File: src/hw/rtl/rme_pkg.sv
`timescale 1ns / 1ps
// ----------------------------------------------------------------------------
// rme_pkg: shared types and constants for the modular exponentiation block
// Holds the register map and the handshake struct between cell row and top.
// ----------------------------------------------------------------------------
package rme_pkg;

   localparam int unsigned CSR_ADDR_BITS = 4;

   typedef enum logic [1:0] {
      REG_MODULUS     = 2'd0,
      REG_PUBLIC_EXP  = 2'd1,
      REG_PRIVATE_EXP = 2'd2
   } reg_index_type;

   // control of one modular multiply in the cell row
   typedef struct packed {
      logic start;
      logic busy;
      logic done;
   } mul_ctrl_type;

endpackage

File: src/hw/rtl/rsa_modexp_32.sv
`timescale 1ns / 1ps
// ----------------------------------------------------------------------------
// rsa_modexp_32: modular exponentiation by right-to-left square and multiply
// Each multiply and square runs in the bit-cell multiplier row.
// The block takes no new item until the last is done; busy is high throughout.
// Special cases (zero or unit modulus, zero exponent) skip the multiplier row.
// Reset: registers to modulus 1, public 65537, private 1; control idles.
// The receiver cannot stall: rsp_valid is high for one cycle per item.
// ----------------------------------------------------------------------------
module rsa_modexp_32
   import rme_pkg::*;
#(
   parameter int unsigned WORD_BITS = 32
) (
   input  logic                     clock,
   input  logic                     reset,
   input  logic                     start,
   output logic                     busy,
   input  logic                     req_action,
   input  logic [31:0]              req_base,
   output logic                     rsp_valid,
   output logic [31:0]              rsp_result,
   output logic                     rsp_modulus_error,
   input  logic                     csr_psel,
   input  logic                     csr_penable,
   input  logic                     csr_pwrite,
   input  logic [CSR_ADDR_BITS-1:0] csr_paddr,
   input  logic [31:0]              csr_pwdata,
   output logic [31:0]              csr_prdata,
   output logic                     csr_pready
);

   localparam int unsigned EB = $clog2(WORD_BITS);

   typedef enum logic [2:0] {
      ST_IDLE, ST_REDUCE, ST_MUL, ST_SQR, ST_WAIT_MUL, ST_WAIT_SQR, ST_DONE
   } state_type;

   state_type            state_ff;
   logic [WORD_BITS-1:0] mod_ff, pub_ff, priv_ff;
   logic [WORD_BITS-1:0] acc_ff, sq_ff, exp_ff;
   logic [EB-1:0]        bit_ff;
   logic                 valid_ff, err_ff;
   logic [31:0]          res_ff;
   logic                 first_ff;

   logic                 mul_start;
   logic [WORD_BITS-1:0] mul_a, mul_b, product;
   mul_ctrl_type         mctl;
   logic                 wr_en;
   reg_index_type        wr_idx;

   assign csr_pready = 1'b1;
   assign wr_en  = csr_psel & csr_penable & csr_pwrite;
   assign wr_idx = reg_index_type'(csr_paddr[3:2]);

   always_comb begin
      case (reg_index_type'(csr_paddr[3:2]))
         REG_MODULUS:     csr_prdata = 32'(mod_ff);
         REG_PUBLIC_EXP:  csr_prdata = 32'(pub_ff);
         REG_PRIVATE_EXP: csr_prdata = 32'(priv_ff);
         default:         csr_prdata = '0;
      endcase
   end

   // operands: sq*acc for a multiply, sq*sq for a square; base reduced by multiplying with 1
   always_comb begin
      mul_start = 1'b0;
      mul_a     = sq_ff;
      mul_b     = acc_ff;
      case (state_ff)
         ST_REDUCE: begin
            mul_start = 1'b1;
            mul_b     = WORD_BITS'(1);
         end
         ST_MUL:    mul_start = 1'b1;
         ST_SQR: begin
            mul_start = 1'b1;
            mul_b     = sq_ff;
         end
         default: ;
      endcase
   end

   rme_mulrow #(.WORD_BITS(WORD_BITS)) u_mulrow (
      .clock   (clock),
      .reset   (reset),
      .start   (mul_start),
      .op_a    (mul_a),
      .op_b    (mul_b),
      .modulus (mod_ff),
      .ctrl    (mctl),
      .product (product)
   );

   always_ff @(posedge clock) begin
      if (reset) begin
         state_ff <= ST_IDLE;
         valid_ff <= 1'b0;
         mod_ff   <= WORD_BITS'(1);
         pub_ff   <= WORD_BITS'(65537);
         priv_ff  <= WORD_BITS'(1);
      end else begin
         valid_ff <= 1'b0;
         if (wr_en) begin
            case (wr_idx)
               REG_MODULUS:     mod_ff  <= csr_pwdata[WORD_BITS-1:0];
               REG_PUBLIC_EXP:  pub_ff  <= csr_pwdata[WORD_BITS-1:0];
               REG_PRIVATE_EXP: priv_ff <= csr_pwdata[WORD_BITS-1:0];
               default: ;
            endcase
         end
         case (state_ff)
            ST_IDLE: begin
               if (start) begin
                  exp_ff <= req_action ? priv_ff : pub_ff;
                  sq_ff  <= req_base[WORD_BITS-1:0];
                  acc_ff <= WORD_BITS'(1);
                  bit_ff <= '0;
                  err_ff <= 1'b0;
                  res_ff <= '0;
                  if (mod_ff == '0) begin
                     err_ff   <= 1'b1;
                     state_ff <= ST_DONE;
                  end else if (mod_ff == WORD_BITS'(1)) begin
                     state_ff <= ST_DONE;
                  end else if ((req_action ? priv_ff : pub_ff) == '0) begin
                     res_ff   <= 32'd1;
                     state_ff <= ST_DONE;
                  end else begin
                     state_ff <= ST_REDUCE;
                  end
               end
            end
            ST_REDUCE: state_ff <= ST_WAIT_SQR;
            ST_MUL:    state_ff <= ST_WAIT_MUL;
            ST_SQR:    state_ff <= ST_WAIT_SQR;
            ST_WAIT_MUL: begin
               if (mctl.done) begin
                  acc_ff   <= product;
                  state_ff <= ST_SQR;
               end
            end
            ST_WAIT_SQR: begin
               if (mctl.done) begin
                  sq_ff <= product;
                  if (first_ff) begin
                     state_ff <= exp_ff[0] ? ST_MUL : ST_SQR;
                  end else if (bit_ff == EB'(WORD_BITS - 1)) begin
                     res_ff   <= 32'(acc_ff);
                     state_ff <= ST_DONE;
                  end else begin
                     // exponent shifts at this edge, so the next bit is bit 1
                     state_ff <= exp_ff[1] ? ST_MUL : ST_SQR;
                  end
               end
            end
            ST_DONE: begin
               valid_ff <= 1'b1;
               state_ff <= ST_IDLE;
            end
            default: state_ff <= ST_IDLE;
         endcase
         // exponent bit advances after each square, except the base reduction
         if (state_ff == ST_WAIT_SQR && mctl.done && !first_ff) begin
            exp_ff <= exp_ff >> 1;
            bit_ff <= bit_ff + 1'b1;
         end
      end
   end

   // the first square-wait holds the reduction, not a real square
   always_ff @(posedge clock) begin
      if (reset) begin
         first_ff <= 1'b0;
      end else if (state_ff == ST_REDUCE) begin
         first_ff <= 1'b1;
      end else if (mctl.done) begin
         first_ff <= 1'b0;
      end
   end

   assign busy              = (state_ff != ST_IDLE);
   assign rsp_valid         = valid_ff;
   assign rsp_result        = res_ff;
   assign rsp_modulus_error = err_ff;

   a_one_cycle: assert property (@(posedge clock) disable iff (reset)
      rsp_valid |=> !rsp_valid) else $error("result strobe longer than one cycle");
   a_err_zero: assert property (@(posedge clock) disable iff (reset)
      rsp_valid && rsp_modulus_error |-> rsp_result == '0) else $error("error with result");
   a_idle_mul: assert property (@(posedge clock) disable iff (reset)
      state_ff == ST_IDLE |-> !mctl.busy) else $error("multiplier busy while idle");

endmodule

File: src/hw/rtl/rme_cell.sv
`timescale 1ns / 1ps
// ----------------------------------------------------------------------------
// rme_cell: one bit cell of the interleaved modular multiplier
// Holds one bit of the partial remainder; doubles, adds and subtracts.
// ----------------------------------------------------------------------------
module rme_cell (
   input  logic clock,
   input  logic load,
   input  logic step,
   input  logic rem_lo,
   input  logic add_bit,
   input  logic mod_bit,
   input  logic cin_add,
   input  logic bin_sub,
   input  logic bin_sub2,
   output logic rem_bit,
   output logic cout_add,
   output logic bout_sub,
   output logic bout_sub2,
   output logic sum_bit,
   output logic d1_bit,
   output logic d2_bit,
   input  logic sel_d1,
   input  logic sel_d2
);

   logic rem_ff;
   logic rem_in;

   // sum = 2*rem + addend (rem_lo is the lower neighbour bit)
   assign sum_bit  = rem_lo ^ add_bit ^ cin_add;
   assign cout_add = (rem_lo & add_bit) | (cin_add & (rem_lo ^ add_bit));
   // d1 = sum - n
   assign d1_bit   = sum_bit ^ mod_bit ^ bin_sub;
   assign bout_sub = (~sum_bit & mod_bit) | (bin_sub & ~(sum_bit ^ mod_bit));
   // d2 = d1 - n
   assign d2_bit    = d1_bit ^ mod_bit ^ bin_sub2;
   assign bout_sub2 = (~d1_bit & mod_bit) | (bin_sub2 & ~(d1_bit ^ mod_bit));

   always_comb begin
      rem_in = rem_ff;
      if (load) begin
         rem_in = 1'b0;
      end else if (step) begin
         rem_in = sel_d2 ? d2_bit : (sel_d1 ? d1_bit : sum_bit);
      end
   end

   always_ff @(posedge clock) begin
      rem_ff <= rem_in;
   end

   assign rem_bit = rem_ff;

endmodule

File: src/hw/rtl/rme_mulrow.sv
`timescale 1ns / 1ps
// ----------------------------------------------------------------------------
// rme_mulrow: row of bit cells computing a * b mod n
// Interleaved method: one bit of a per cycle, msb first.
// ----------------------------------------------------------------------------
module rme_mulrow
   import rme_pkg::*;
#(
   parameter int unsigned WORD_BITS = 32
) (
   input  logic                 clock,
   input  logic                 reset,
   input  logic                 start,
   input  logic [WORD_BITS-1:0] op_a,
   input  logic [WORD_BITS-1:0] op_b,
   input  logic [WORD_BITS-1:0] modulus,
   output mul_ctrl_type         ctrl,
   output logic [WORD_BITS-1:0] product
);

   localparam int unsigned RB  = WORD_BITS + 2;
   localparam int unsigned CB  = $clog2(WORD_BITS + 1);

   logic [CB-1:0]        cnt_ff, cnt_in;
   logic                 busy_ff, busy_in;
   logic                 done_ff, done_in;
   logic [WORD_BITS-1:0] a_ff, a_in;
   logic [WORD_BITS-1:0] b_ff, b_in;

   logic [RB-1:0] rem, addv, modv, sumv, d1v, d2v;
   logic [RB:0]   ca, bs, bs2;
   logic [RB-1:0] rem_lo;
   logic          sel_d1, sel_d2, step;

   assign step = busy_ff;
   assign addv = a_ff[WORD_BITS-1] ? {2'b00, b_ff} : '0;
   assign modv = {2'b00, modulus};
   assign rem_lo = {rem[RB-2:0], 1'b0};
   assign ca[0]  = 1'b0;
   assign bs[0]  = 1'b0;
   assign bs2[0] = 1'b0;

   // sum < 3n, so at most two subtractions of n; d2 only counts when d1 is valid
   assign sel_d2 = ~bs[RB] & ~bs2[RB];
   assign sel_d1 = ~bs[RB];

   for (genvar g = 0; g < RB; g++) begin : g_cell
      rme_cell u_cell (
         .clock    (clock),
         .load     (start & ~busy_ff),
         .step     (step),
         .rem_lo   (rem_lo[g]),
         .add_bit  (addv[g]),
         .mod_bit  (modv[g]),
         .cin_add  (ca[g]),
         .bin_sub  (bs[g]),
         .bin_sub2 (bs2[g]),
         .rem_bit  (rem[g]),
         .cout_add (ca[g+1]),
         .bout_sub (bs[g+1]),
         .bout_sub2(bs2[g+1]),
         .sum_bit  (sumv[g]),
         .d1_bit   (d1v[g]),
         .d2_bit   (d2v[g]),
         .sel_d1   (sel_d1),
         .sel_d2   (sel_d2)
      );
   end

   always_comb begin
      cnt_in  = cnt_ff;
      busy_in = busy_ff;
      done_in = 1'b0;
      a_in    = a_ff;
      b_in    = b_ff;
      if (start && !busy_ff) begin
         busy_in = 1'b1;
         cnt_in  = CB'(WORD_BITS - 1);
         a_in    = op_a;
         b_in    = op_b;
      end else if (busy_ff) begin
         a_in = {a_ff[WORD_BITS-2:0], 1'b0};
         if (cnt_ff == '0) begin
            busy_in = 1'b0;
            done_in = 1'b1;
         end else begin
            cnt_in = cnt_ff - 1'b1;
         end
      end
   end

   always_ff @(posedge clock) begin
      if (reset) begin
         busy_ff <= 1'b0;
         done_ff <= 1'b0;
         cnt_ff  <= '0;
      end else begin
         busy_ff <= busy_in;
         done_ff <= done_in;
         cnt_ff  <= cnt_in;
      end
      a_ff <= a_in;
      b_ff <= b_in;
   end

   assign ctrl.start = start;
   assign ctrl.busy  = busy_ff;
   assign ctrl.done  = done_ff;
   assign product    = rem[WORD_BITS-1:0];

   logic unused_sum;
   assign unused_sum = ^{sumv[RB-1:WORD_BITS], d1v[RB-1:WORD_BITS], d2v[RB-1:WORD_BITS],
                         rem[RB-1:WORD_BITS], ca[RB], bs2[RB-1:0] == '0};

endmodule

File: config.mk
export PLATFORM = sky130hd
export DESIGN_NAME = rsa_modexp_32
export DESIGN_NICKNAME = d
export VERILOG_FILES = /design/src/hw/rtl/rme_pkg.sv /design/src/hw/rtl/rsa_modexp_32.sv /design/src/hw/rtl/rme_cell.sv /design/src/hw/rtl/rme_mulrow.sv
export SDC_FILE = /design/constraint.sdc
export NUM_CORES = 1
export LEC_CHECK = 0
export ABC_AREA = 0
export BUFFER_PORTS_ARGS = -buffer_cell sky130_fd_sc_hd__buf_4
export CAP_MARGIN = 0
export CORE_ASPECT_RATIO = 1.2
export CORE_MARGIN = 10
export CORE_UTILIZATION = 40
export DETAILED_ROUTE_END_ITERATION = 10
export PLACE_DENSITY = 0.59
export SLEW_MARGIN = 20
export SYNTH_ARGS = -nofsm -noshare
export SYNTH_HDL_FRONTEND = slang
export SYNTH_SLANG_ARGS = --single-unit
File: constraint.sdc
create_clock -name clock -period 16.7 [get_ports clock]
set_input_delay 0.835 -clock clock [delete_from_list [all_inputs] [get_ports clock]]
set_output_delay 0.835 -clock clock [all_outputs]
set_load 0.03 [all_outputs]
# Word level (Yosys, flattened, before mapping)
# Index checks and enable logic that the tools add are counted.
# W data, S select, Z words.
# word_totals
wordCells,835
romBits,0
mem_bits_rw,0
out_inout_bits,68
latchBits,0
ff_bits,340
mem_count,0
in_bits,75
# classes
addsub,2
n_lt_le_gt_ge,0
n_reduce_logical,32
mux,114
bitwise_logic,619
multipliers,0
div_mod_pow,0
shifts,0
n_eq_ne,16
# ops
cell,count
$mux W32,13
$pmux W32 S2,4
$and A1 B1 Y1,196
$xor A1 B1 Y1,192
$not A1 Y1,135
$pmux W32 S3,1
$or A1 B1 Y1,93
$mux W1,80
$logic_not A32 Y1,2
$eq A32 B1 Y1 const B,1
$mux W31,1
$mux W5,6
$mux W3,8
$pmux W3 S5,1
$reduce_bool A2 Y1,6
$reduce_and A2 Y1,5
$eq A3 B3 Y1 const B,3
$reduce_and A3 Y1,3
$reduce_and A4 Y1,2
$eq A3 B2 Y1 const B,2
$logic_not A6 Y1,1
$ne A2 B1 Y1 const B,3
$ne A2 B2 Y1 const B,3
$reduce_and A6 Y1,1
15 further kinds,21

# Depth between registers and ports, before layout
# Gate-level depths: netlist of run 1.
# logic_depth
depth_word,74
depth_mapped,46

# Hierarchy
# Synthesis of run 1 repeated with hierarchy kept, for this count alone.
# unflattened
hier_cells,2030
area_unflattened_um2,19237.2
# modules_own_cells
module,area_each_um2,seq_area_each_um2,n_inst,cells_per_inst
rsa_modexp_32,10607.7,6045.8,1,1156
rme_cell at u_mulrow.g_cell[0].u_cell ...,158.9,20.0,23,19
rme_mulrow,3211.8,2082.0,1,219
rme_cell at u_mulrow.g_cell[30].u_cell ...,161.4,20.0,9,20
rme_cell at u_mulrow.g_cell[8].u_cell ...,155.1,20.0,2,19

# Worst setup path before layout of run 1
# Ideal clock, no wire load.
# synth_path
path_kind,register to register
start,register u_mulrow.a_ff[31]
end,register u_mulrow.g_cell[30].u_cell.rem_ff
t_arrival_ns,15.435
path_stages_with_launch,44
setup_time_ns,0.158
setup_slack_ns,1.106
path_buffers,1
period_less_slack_ns,15.594
cell_sequence,edfxtp_1 > and2_1 > ha_1 > inv_1 > fa_1 > fa_1 > fa_1 > fa_1 > fa_1 > fa_1 > fa_1 > fa_1 > fa_1 > fa_1 > fa_1 > fa_1 > fa_1 > fa_1 > [... 8 more ...] > fa_1 > fa_1 > fa_1 > fa_1 > fa_1 > fa_1 > fa_1 > fa_1 > inv_1 > fa_1 > inv_1 > fa_1 > ha_1 > nand2_1 > buf_2 > mux2_2 > o211ai_1 > o21ai_0
# synth_via
elab_chain_cells,74
elab_cells_between_ends,581
classes_between,3 x mux; 578 x bitwise
# synth_lines
item,line_no,rtl
from (decl),rme_mulrow.sv:27,"logic [WORD_BITS-1:0] a_ff, a_in;"
from (signal assigned),rme_mulrow.sv:102,a_ff <= a_in;
$mux W32 *,rme_mulrow.sv:36,"assign addv = a_ff[WORD_BITS-1] ? {2'b00, b_ff} : '0;"
$xor A1 B1 Y1,--,
$xor A1 B1 Y1,"rme_cell.sv:34, rme_cell.sv:35",
$not A1 Y1,rme_cell.sv:35,assign bout_sub = (~sum_bit & mod_bit) | (bin_sub & ~(sum_bit ^ mod_bit));
$and A1 B1 Y1,rme_cell.sv:35,
$or A1 B1 Y1,rme_cell.sv:35,
$and A1 B1 Y1 / $xor A1 B1 Y1 (equally long branches),"rme_cell.sv:35, rme_cell.sv:34",
$or A1 B1 Y1 / $xor A1 B1 Y1 (equally long branches),"rme_cell.sv:35, rme_cell.sv:38",
[... 57 more ...],--,
$and A1 B1 Y1 / $xor A1 B1 Y1 (equally long branches),rme_cell.sv:38,assign bout_sub2 = (~d1_bit & mod_bit) | (bin_sub2 & ~(d1_bit ^ mod_bit));
$or A1 B1 Y1 / $not A1 Y1 (equally long branches),rme_cell.sv:38,
$and A1 B1 Y1,rme_cell.sv:38,
$or A1 B1 Y1,rme_cell.sv:38,
$and A1 B1 Y1 (2 in series),rme_cell.sv:38,
$not A1 Y1,rme_mulrow.sv:44,assign sel_d2 = ~bs[RB] & ~bs2[RB];
$and A1 B1 Y1,rme_mulrow.sv:44,
$mux W1 *,rme_cell.sv:45,rem_in = sel_d2 ? d2_bit : (sel_d1 ? d1_bit : sum_bit);
to (signal assigned),rme_cell.sv:50,rem_ff <= rem_in;
to (decl),rme_cell.sv:27,logic rem_ff;
# Mark *: on every way between the ends. The rest lies on a longest branch, timed or not.
# A chain may end at the register's enable or synchronous reset.

# Final worst setup path of run 1
# Same ends and word-level chain as after synthesis.

==> flow_summary.json, run 1 <==
{
  "worstHoldPathType": "reg -> reg",
  "relSlewSlack_pct": 31.8,
  "seq_area_frac_synth_pct": 50.9,
  "cp_data_required_time_ps": 17070,
  "ant_nets": 0,
  "whs_ps": 489,
  "drt_iter0_markers": 877,
  "hold_violations": 0,
  "cts_tree": "yes",
  "crit_fanout": 9,
  "clock-root-buffer": "clkbuf_16",
  "synth_compound_area_share_pct": 9.07,
  "synthSimpleGateAreaFrac_pct": 18.4,
  "cts.htree.levels": 2,
  "report.final.slew_viol_count": 0,
  "initial_core_util_pct": 40.4,
  "grt_max_degree": 88,
  "core_area_um2": 42700,
  "max_freq_mhz": 62.4,
  "power_leakage_nw": 7.88,
  "place_hpwl_um": 30900,
  "synth_mux_area_share_pct": 5.80,
  "area_growth_pct": 16.2,
  "setup_tns_ps": 0,
  "nNetsFinal": 1989,
  "num_io_pins": 143,
  "synth_edf_count": 198,
  "synthAdderAreaFrac_pct": 11.4,
  "io_buffers": 139,
  "end_kind": "flip-flop",
  "crit_top_cell": "fa_1",
  "final_area_um2": 20000,
  "cts_max_path_buffers": 3,
  "final_util_pct": 47.0,
  "synth_xor_area_share_pct": 0.355,
  "drive_gt1_share_pct": 15.0,
  "synth_top_area_share_pct": 34.5,
  "ys_ff_latch": 340,
  "path_clk_slew_ps": 70,
  "synth_flop_cell": "edfxtp_1",
  "power_density_nw_per_um2": 142,
  "cpPeakStageDelay_ps": 530,
  "vdd_drop_max_mv": 0.0690,
  "postPlaceCellArea_um2": 18800,
  "synth_area_per_cell_um2": 10.0,
  "die_h_um": 247,
  "fin_total_pwr_mw": 2.84,
  "die_w_um": 210,
  "fillerInstances": 4010,
  "yosysWarnings": 0,
  "hold_buffers": 0,
  "final.min_clock_period_ps": 16030,
  "clock_sinks": 340,
  "grt_pass1_vias": 12800,
  "drt-total-wl_um": 47600,
  "synth_area_um2": 17300,
  "num_vias": 12500,
  "yosys.area.top_type": "edfxtp_1",
  "track_usage_pct": 18.0,
  "dr.pass1.iters": 5,
  "dieArea_um2": 51900,
  "critPathKind": "reg -> reg",
  "grt_pass1_wl_um": 74200,
  "wire_per_inst_um": 19.9,
  "yosys-top-cells-area": "edfxtp_1 34%, dfxtp_1 16%, nand2_1 12%, fa_1 11%, mux2i_1 3.8%",
  "synthesis.instances": 1722,
  "clock_skew_ps": 24.1,
  "gp_congestion": 0.822,
  "grt.overflow.total": 0,
  "synth_top_family_by_area": "simple AND/OR/NAND/NOR gates",
  "setup_violations": 0,
  "outcome": "completed",
  "drcViolationCount": 0,
  "cp.arrival_ps": 16400,
  "cts_buffers": 36,
  "maxCapViolations": 0,
  "syn-num-nets": 1899,
  "synthArstFlopShare_pct": 0,
  "crit_slowest_cell": "fa_1",
  "worst_setup_path_start_kind": "flip-flop",
  "clock_latency_ps": 540,
  "vias_per_cell": 5.23,
  "ys_types": 55,
  "rows": 83,
  "tightest_slew_ps": 1020,
  "grt_setup_unrepaired": "false",
  "antenna_found_initial": 1,
  "finalCritPeriodShare_pct": 96.0
}
[cell families after synthesis]
| kind of cell | Yosys count |
|---|---|
| flops | 340 |
| compound gates | 282 |
| xor+xnor | 7 |
| buf+inv | 164 |
| other cells | 1 |
| mux | 96 |
| fa+ha+maj | 102 |
| simple gates | 730 |
[flip-flops by register name (all words and copies together), names as in the netlist, 3 cells and up]
register                        flops
bit_ff                              5
state_ff                            3
priv_ff                            32
u_mulrow.g_cell.u_cell.rem_bit     33
rsp_result                         32
mod_ff                             32
mul_a                              32
u_mulrow.a_ff                      32
acc_ff                             32
u_mulrow.cnt_ff                     6
u_mulrow.b_ff                      32
exp_ff                             32
pub_ff                             32
[Yosys cell counts (6+ instances only)]
| library cell | n |
|---|---|
| a21oi_1 | 102 |
| nor3_1 | 6 |
| o21ai_0 | 103 |
| edfxtp_1 | 198 |
| nor4_1 | 22 |
| a22o_1 | 29 |
| mux2i_1 | 65 |
| o21ai_1 | 33 |
| ha_1 | 10 |
| fa_1 | 92 |
| nand2_1 | 553 |
| buf_4 | 10 |
| clkbuf_1 | 76 |
| nor2_1 | 18 |
| and3_1 | 33 |
| mux2_2 | 31 |
| dfxtp_1 | 142 |
| buf_2 | 24 |
| and2_1 | 63 |
| inv_1 | 50 |
[per-layer routing]
| layer | vias up | wire [um] | track usage, % |
|---|---|---|---|
| li1 | 6018 | - | - |
| met1 | 6122 | 20900 | 23.7 |
| met2 | 330 | 23300 | 30.6 |
| met3 | 48 | 2600 | 2.75 |
| met4 | 0 | 812 | 4.43 |
| met5 | - | 0 | 0 |
[power breakdown]
part | total [mW] | switching (mW) | leakage (nW) | internal, mW
sequential | 1.13 | 0.0915 | 3.02 | 1.04
combinational | 0.901 | 0.508 | 4.29 | 0.393
clock | 0.807 | 0.337 | 0.566 | 0.471
[layout by cell type, fill, tap and decap left out, types with 9 or more instances in the layout]
master     instances
a21oi_1          102
a22o_1            29
and2_1            63
and3_1            33
buf_4            159
clkbuf_1          10
clkbuf_16         39
dfxtp_1          140
edfxtp_1         198
fa_1              86
ha_1               9
inv_1             49
mux2_2            31
mux2i_1           65
nand2_1          551
nor2_1            17
nor4_1            22
o21ai_0          103
o21ai_1           33
[layout make-up]
cell class                 instances  area [um2]  area share, %
multi-input combinational       1218        7890           39.4
antenna                            1        2.50         0.0125
tap                              552         691           3.45
clock buffer                      47         963           4.81
sequential                       340        8790           43.9
timing repair buffer             164        1310           6.54
inverter                          52         195          0.974
clock inverter                    19         198          0.986
[worst paths after layout]
kind	cells after the start	end	from	slack [ps]
worst min-delay path	2	pub_ff[12]	pub_ff[12]	490
worst min register to register	2	pub_ff[12]	pub_ff[12]	490
worst max register to register	43	u_mulrow.g_cell[30].u_cell.rem_bit	u_mulrow.a_ff[31]	670
worst max-delay path	43	u_mulrow.g_cell[30].u_cell.rem_bit	u_mulrow.a_ff[31]	670
[what timing repair did]
action / CTS / global route
buffers inserted: 0 / 2
setup endpoints to repair: 0 / 30
gates resized for setup: 0 / 8
[critical path: cells and delay by family, from the launching register on]
kind	cells	cell delay, ps
compound gates	2	280
fa+ha+maj	34	14150
buf+inv	4	380
flops	1	420
mux	1	330
simple gates	2	310
[per-stage QoR]
stage          setup WS (ps)  std cells
4_1_cts                  269       2387
3_3_place_gp             440       2321
3_5_place_dp             345       2321
5_1_grt                 23.3       2392
2_1_floorplan           1110       1722
6_report                 672       2393
(Power assumes the default switching activity.)
==> inputs of run 2 (changes only) <==
--- a/config.mk
+++ b/config.mk
@@ -10,9 +10,9 @@
 export CAP_MARGIN = 0
 export CORE_ASPECT_RATIO = 1.2
 export CORE_MARGIN = 10
-export CORE_UTILIZATION = 40
+export CORE_UTILIZATION = 35
 export DETAILED_ROUTE_END_ITERATION = 10
-export PLACE_DENSITY = 0.59
+export PLACE_DENSITY = 0.53
 export SLEW_MARGIN = 20
 export SYNTH_ARGS = -nofsm -noshare
 export SYNTH_HDL_FRONTEND = slang
==> run 2 against run 1 <==
Compared with the run above:
- via count fell by 0.61%
- flip-flop and latch count did not move
- core utilization fell by 5.9 points
- clock skew fell by 4.0 ps
- non-clock buffer count fell by 2
- setup slack improved by 30 ps
- global-route usage fell by 1.6 points
- die area rose by 13%
- critical path depth rose by 3
- critical endpoint is now u_mulrow.g_cell[29].u_cell.rem_bit
==> flow_summary.json, run 2 (synthesized netlist as in run 1, its figures left out) <==
{
  "outcome": "completed",
  "post-place-cells": 2407,
  "clock_sinks": 340,
  "setup_slack_ps": 702,
  "tightest_slew_ps": 1010,
  "grt_pass1_wl_um": 76500,
  "dieArea_um2": 58600,
  "maxCapViolations": 0,
  "hold_buffers": 0,
  "num_io_pins": 143,
  "worst_setup_path_start_kind": "flip-flop",
  "finalCritPeriodShare_pct": 95.8,
  "initial_core_util_pct": 35.2,
  "final.min_clock_period_ps": 16000,
  "critPathTopFamily": "adder cells",
  "cts_max_path_buffers": 3,
  "cts_resized": 0,
  "cts_tree": "yes",
  "report.final.slew_viol_count": 0,
  "path_clk_slew_ps": 60,
  "final_cells": 2478,
  "power_density_nw_per_um2": 140,
  "dr.pass1.iters": 5,
  "nNetsFinal": 1989,
  "worstHoldPathType": "reg -> reg",
  "num_vias": 12400,
  "grt_pass1_vias": 12900,
  "crit_slowest_cell": "fa_1",
  "clock_skew_ps": 20.1,
  "worst-path-buf-inv": 6,
  "cts.htree.levels": 2,
  "cp.arrival_ps": 16430,
  "vias_per_cell": 5.02,
  "wire_per_inst_um": 19.6,
  "gp_congestion": 0.792,
  "clock-root-buffer": "clkbuf_16",
  "clock_latency_ps": 540,
  "hold_violations": 0,
  "cts_buffers": 38,
  "setup_violations": 0,
  "crit_top_cell": "fa_1",
  "die_w_um": 223,
  "relSlewSlack_pct": 32.0,
  "postPlaceCellArea_um2": 18900,
  "critPathKind": "reg -> reg",
  "grt_setup_unrepaired": "false",
  "drcViolationCount": 0,
  "place_hpwl_um": 32500,
  "grt.overflow.total": 0,
  "largest_register_ffs": 33,
  "power_leakage_nw": 7.86,
  "fillerInstances": 4799,
  "drt-total-wl_um": 48500,
  "mostFrequentLayoutCells": "551 x nand2_1, 198 x edfxtp_1, 157 x buf_4",
  "cp_data_required_time_ps": 17130,
  "cpPeakStageDelay_ps": 560,
  "ant_nets": 0,
  "area_growth_pct": 16.6,
  "io_buffers": 139,
  "setup_tns_ps": 0,
  "crit_fanout": 10,
  "antenna_found_initial": 2,
  "drive_gt1_share_pct": 14.8,
  "track_usage_pct": 16.4,
  "final_common_cell": "nand2_1",
  "vdd_drop_max_mv": 0.0715,
  "max_freq_mhz": 62.5,
  "drt_iter0_markers": 719,
  "rows": 89,
  "core_area_um2": 49000,
  "final_area_um2": 20100,
  "grt_max_degree": 66,
  "end_kind": "flip-flop",
  "dp_slack_ps": 311,
  "die_h_um": 263,
  "whs_ps": 489,
  "postCtsSetupRepairBufs": 0
}
run 2: cell types whose count changed in the layout (fill, tap and decap cells not counted), moves of 2 or more:
| cell | previous run | this run |
|---|---|---|
| buf_12 | 2 | 4 |
| buf_4 | 159 | 157 |
| bufinv_16 | 4 | 1 |
| clkbuf_1 | 10 | 16 |
| clkbuf_8 | 0 | 3 |
| clkinv_1 | 6 | 3 |
| clkinv_2 | 6 | 4 |
run 2: path summary, 6_finish.rpt:
| kind | slack, ps | start | end | cells after the start |
|---|---|---|---|---|
| hold / removal | 490 | pub_ff[20] | pub_ff[20] | 2 |
| hold reg to reg | 490 | pub_ff[20] | pub_ff[20] | 2 |
| setup reg to reg | 700 | u_mulrow.a_ff[31] | u_mulrow.g_cell[29].u_cell.rem_bit | 46 |
| setup / recovery | 700 | u_mulrow.a_ff[31] | u_mulrow.g_cell[29].u_cell.rem_bit | 46 |
run 2: layer usage:
layer  vias up  global-route usage (%)  wire, um
met5         -                       0         7
met4         2                    4.66       991
li1       5998                       -         -
met2       313                    27.1     23400
met1      6062                    21.7     21600
met3        67                    2.70      2530
run 2: final cells by class:
cell class	count	area (um2)	area share (%)
sequential	340	8790	43.7
multi-input combinational	1218	7890	39.2
timing repair buffer	162	1280	6.38
clock buffer	58	1080	5.35
tap	637	797	3.96
inverter	52	196	0.976
clock inverter	10	81.3	0.404
antenna	1	2.50	0.0124
run 2: power by group:
group | switching (mW) | internal, mW | total (mW)
Combinational | 0.502 | 0.388 | 0.890
Clock | 0.340 | 0.461 | 0.801
Sequential | 0.0891 | 1.04 | 1.13
run 2: worst min-delay path, stage by stage, from the launching register on:
cell and delay (ps):
dfxtp_1 330, nand2_1 60, a21oi_1 50
run 2: stage by stage:
stage,power (mW),utilization [%]
CTS,2.85,40.9
finish,2.82,41.1
global route,3.04,41.1
detailed placement,2.03,38.5
floorplan,1.79,-
global placement,2.01,38.5
==> inputs of run 3 (changes only) <==
--- a/config.mk
+++ b/config.mk
@@ -16,4 +16,5 @@
 export SLEW_MARGIN = 20
 export SYNTH_ARGS = -nofsm -noshare
 export SYNTH_HDL_FRONTEND = slang
+export SYNTH_HIERARCHICAL = 1
 export SYNTH_SLANG_ARGS = --single-unit
==> run 3 against run 2 <==
Compared with the run above:
- clock skew fell by 6.5 ps
- global-route usage is 0.69 points lower
- critical path type unchanged
- hold slack worse by 9.5 ps
- sequential power about the same
- highest routed layer is now met4
==> flow_summary.json, run 3 <==
{
  "outcome": "completed",
  "clock_sinks": 340,
  "power_leakage_nw": 9.03,
  "synth_area_um2": 19100,
  "die_w_um": 233,
  "io_buffers": 139,
  "finalCritPeriodShare_pct": 98.8,
  "dr_wl_met2_um": 24400,
  "clock_skew_ps": 13.6,
  "drcViolationCount": 0,
  "crit_top_cell": "inv_2",
  "num_vias": 13700,
  "drt-total-wl_um": 51200,
  "initial_core_util_pct": 35.5,
  "cts_tree": "yes",
  "mostFrequentLayoutCells": "413 x nand2_1, 218 x inv_1, 198 x edfxtp_1",
  "cts.htree.levels": 2,
  "worstHoldPathType": "reg -> reg",
  "crit_fanout": 7,
  "synth_area_per_cell_um2": 9.51,
  "core_area_um2": 53900,
  "gp_congestion": 0.795,
  "ant_nets": 0,
  "maxCapViolations": 0,
  "cpPeakStageDelay_ps": 540,
  "highest_layer": "met4",
  "clock_latency_ps": 560,
  "power_density_nw_per_um2": 166,
  "track_usage_pct": 15.7,
  "fillerInstances": 5279,
  "dp_slack_ps": -378,
  "vias_per_cell": 4.80,
  "synthesis.instances": 2011,
  "report.final.slew_viol_count": 0,
  "wire_per_inst_um": 17.9,
  "tightest_slew_ps": 999,
  "drt_iter0_markers": 962,
  "largest_register_ffs": 33,
  "hold_buffers": 0,
  "dieArea_um2": 64400,
  "vdd_drop_max_mv": 0.0793,
  "max_freq_mhz": 60.6,
  "worst_setup_path_start_kind": "flip-flop",
  "grt_max_degree": 99,
  "cts_buffers": 38,
  "antenna_found_initial": 2,
  "num_io_pins": 143,
  "fin_total_pwr_mw": 3.73,
  "cts_max_path_buffers": 3,
  "drive_gt1_share_pct": 26.1,
  "grt_setup_unrepaired": "true",
  "final_area_um2": 22400,
  "grt_pass1_wl_um": 80000,
  "met1_length_um": 23300,
  "crit_slowest_cell": "fa_1",
  "grt.overflow.total": 0,
  "whs_ps": 479,
  "postPlaceCellArea_um2": 20900,
  "final.min_clock_period_ps": 16500,
  "yosysWarnings": 6,
  "final_common_cell": "nand2_1",
  "hold_violations": 0,
  "die_h_um": 276,
  "rows": 93,
  "relSlewSlack_pct": 33.2,
  "area_growth_pct": 17.3,
  "clock-root-buffer": "clkbuf_16",
  "nNetsFinal": 2294,
  "setup_violations": 0,
  "grt_pass1_vias": 13900,
  "dr.pass1.iters": 6,
  "cp_data_required_time_ps": 17100,
  "wl_met3_um": 2620,
  "path_clk_slew_ps": 60,
  "end_kind": "flip-flop",
  "critPathKind": "reg -> reg",
  "cp.arrival_ps": 16900,
  "setup_slack_ps": 202,
  "place_hpwl_um": 35000
}
run 3: cell types whose count changed in the layout (fill, tap and decap cells not counted), sizes merged, moves of 29 or more:
cell	previous run	this run
a21oi	102	138
a22o	29	0
inv	52	338
nand2	553	445
nor2	20	84
o21ai	136	68
run 3: worst paths after layout:
path / cells after the start / startpoint / endpoint / slack, ps
worst max-delay path: 110 / u_mulrow/a_ff[31] / u_mulrow/g_cell[7].u_cell/rem_bit / 200
worst min-delay path: 2 / u_mulrow/g_cell[32].u_cell/rem_bit / u_mulrow/g_cell[32].u_cell/rem_bit / 480
worst max register to register: 110 / u_mulrow/a_ff[31] / u_mulrow/g_cell[7].u_cell/rem_bit / 200
worst min register to register: 2 / u_mulrow/g_cell[32].u_cell/rem_bit / u_mulrow/g_cell[32].u_cell/rem_bit / 480
run 3: repair_timing:
item	CTS	global route
hold endpoints to repair	0	0
setup buffers	4	2
endpoints found under the setup margin	33	33
gates resized for setup	25	95
pin swaps	14	35
run 3: area by class of cell:
| type | instances | area [um2] | share of cell area (%) |
|---|---|---|---|
| antenna | 2 | 5.00 | 0.0223 |
| inverter | 339 | 1280 | 5.70 |
| multi-input combinational | 1212 | 8710 | 38.8 |
| clock buffer | 55 | 1120 | 4.99 |
| timing repair buffer | 182 | 1490 | 6.62 |
| tap | 712 | 891 | 3.97 |
| sequential | 340 | 8790 | 39.2 |
| clock inverter | 14 | 144 | 0.642 |
run 3: per-layer routing:
metal,up-vias,global-route usage (%)
li1,6642,-
met1,6711,21.4
met3,53,2.82
met5,-,0
met2,317,25.4
met4,0,3.76
run 3: power by group:
| group | switching, mW | internal (mW) | total (mW) |
|---|---|---|---|
| Sequential | 0.0918 | 1.07 | 1.16 |
| Combinational | 0.981 | 0.730 | 1.71 |
| Clock | 0.354 | 0.500 | 0.854 |
run 3: critical path: cells and delay by family (launching register included):
kind,cells,cell delay (ps)
AOI/OAI and AO/OA,2,160
and+or+nand+nor,3,360
adders and majority gates,35,12130
DFF,1,340
buffers and inverters,70,3410
run 3: stage by stage:
step | utilization, % | TNS (ps) | instances
after detailed placement | 38.8 | -10000 | 2778
after global placement | 38.8 | -5480 | 2778
after CTS | 41.3 | 0 | 2851
final | 41.6 | 0 | 2856
after floorplan | - | 0 | 2020
after global routing | 41.6 | -14640 | 2856
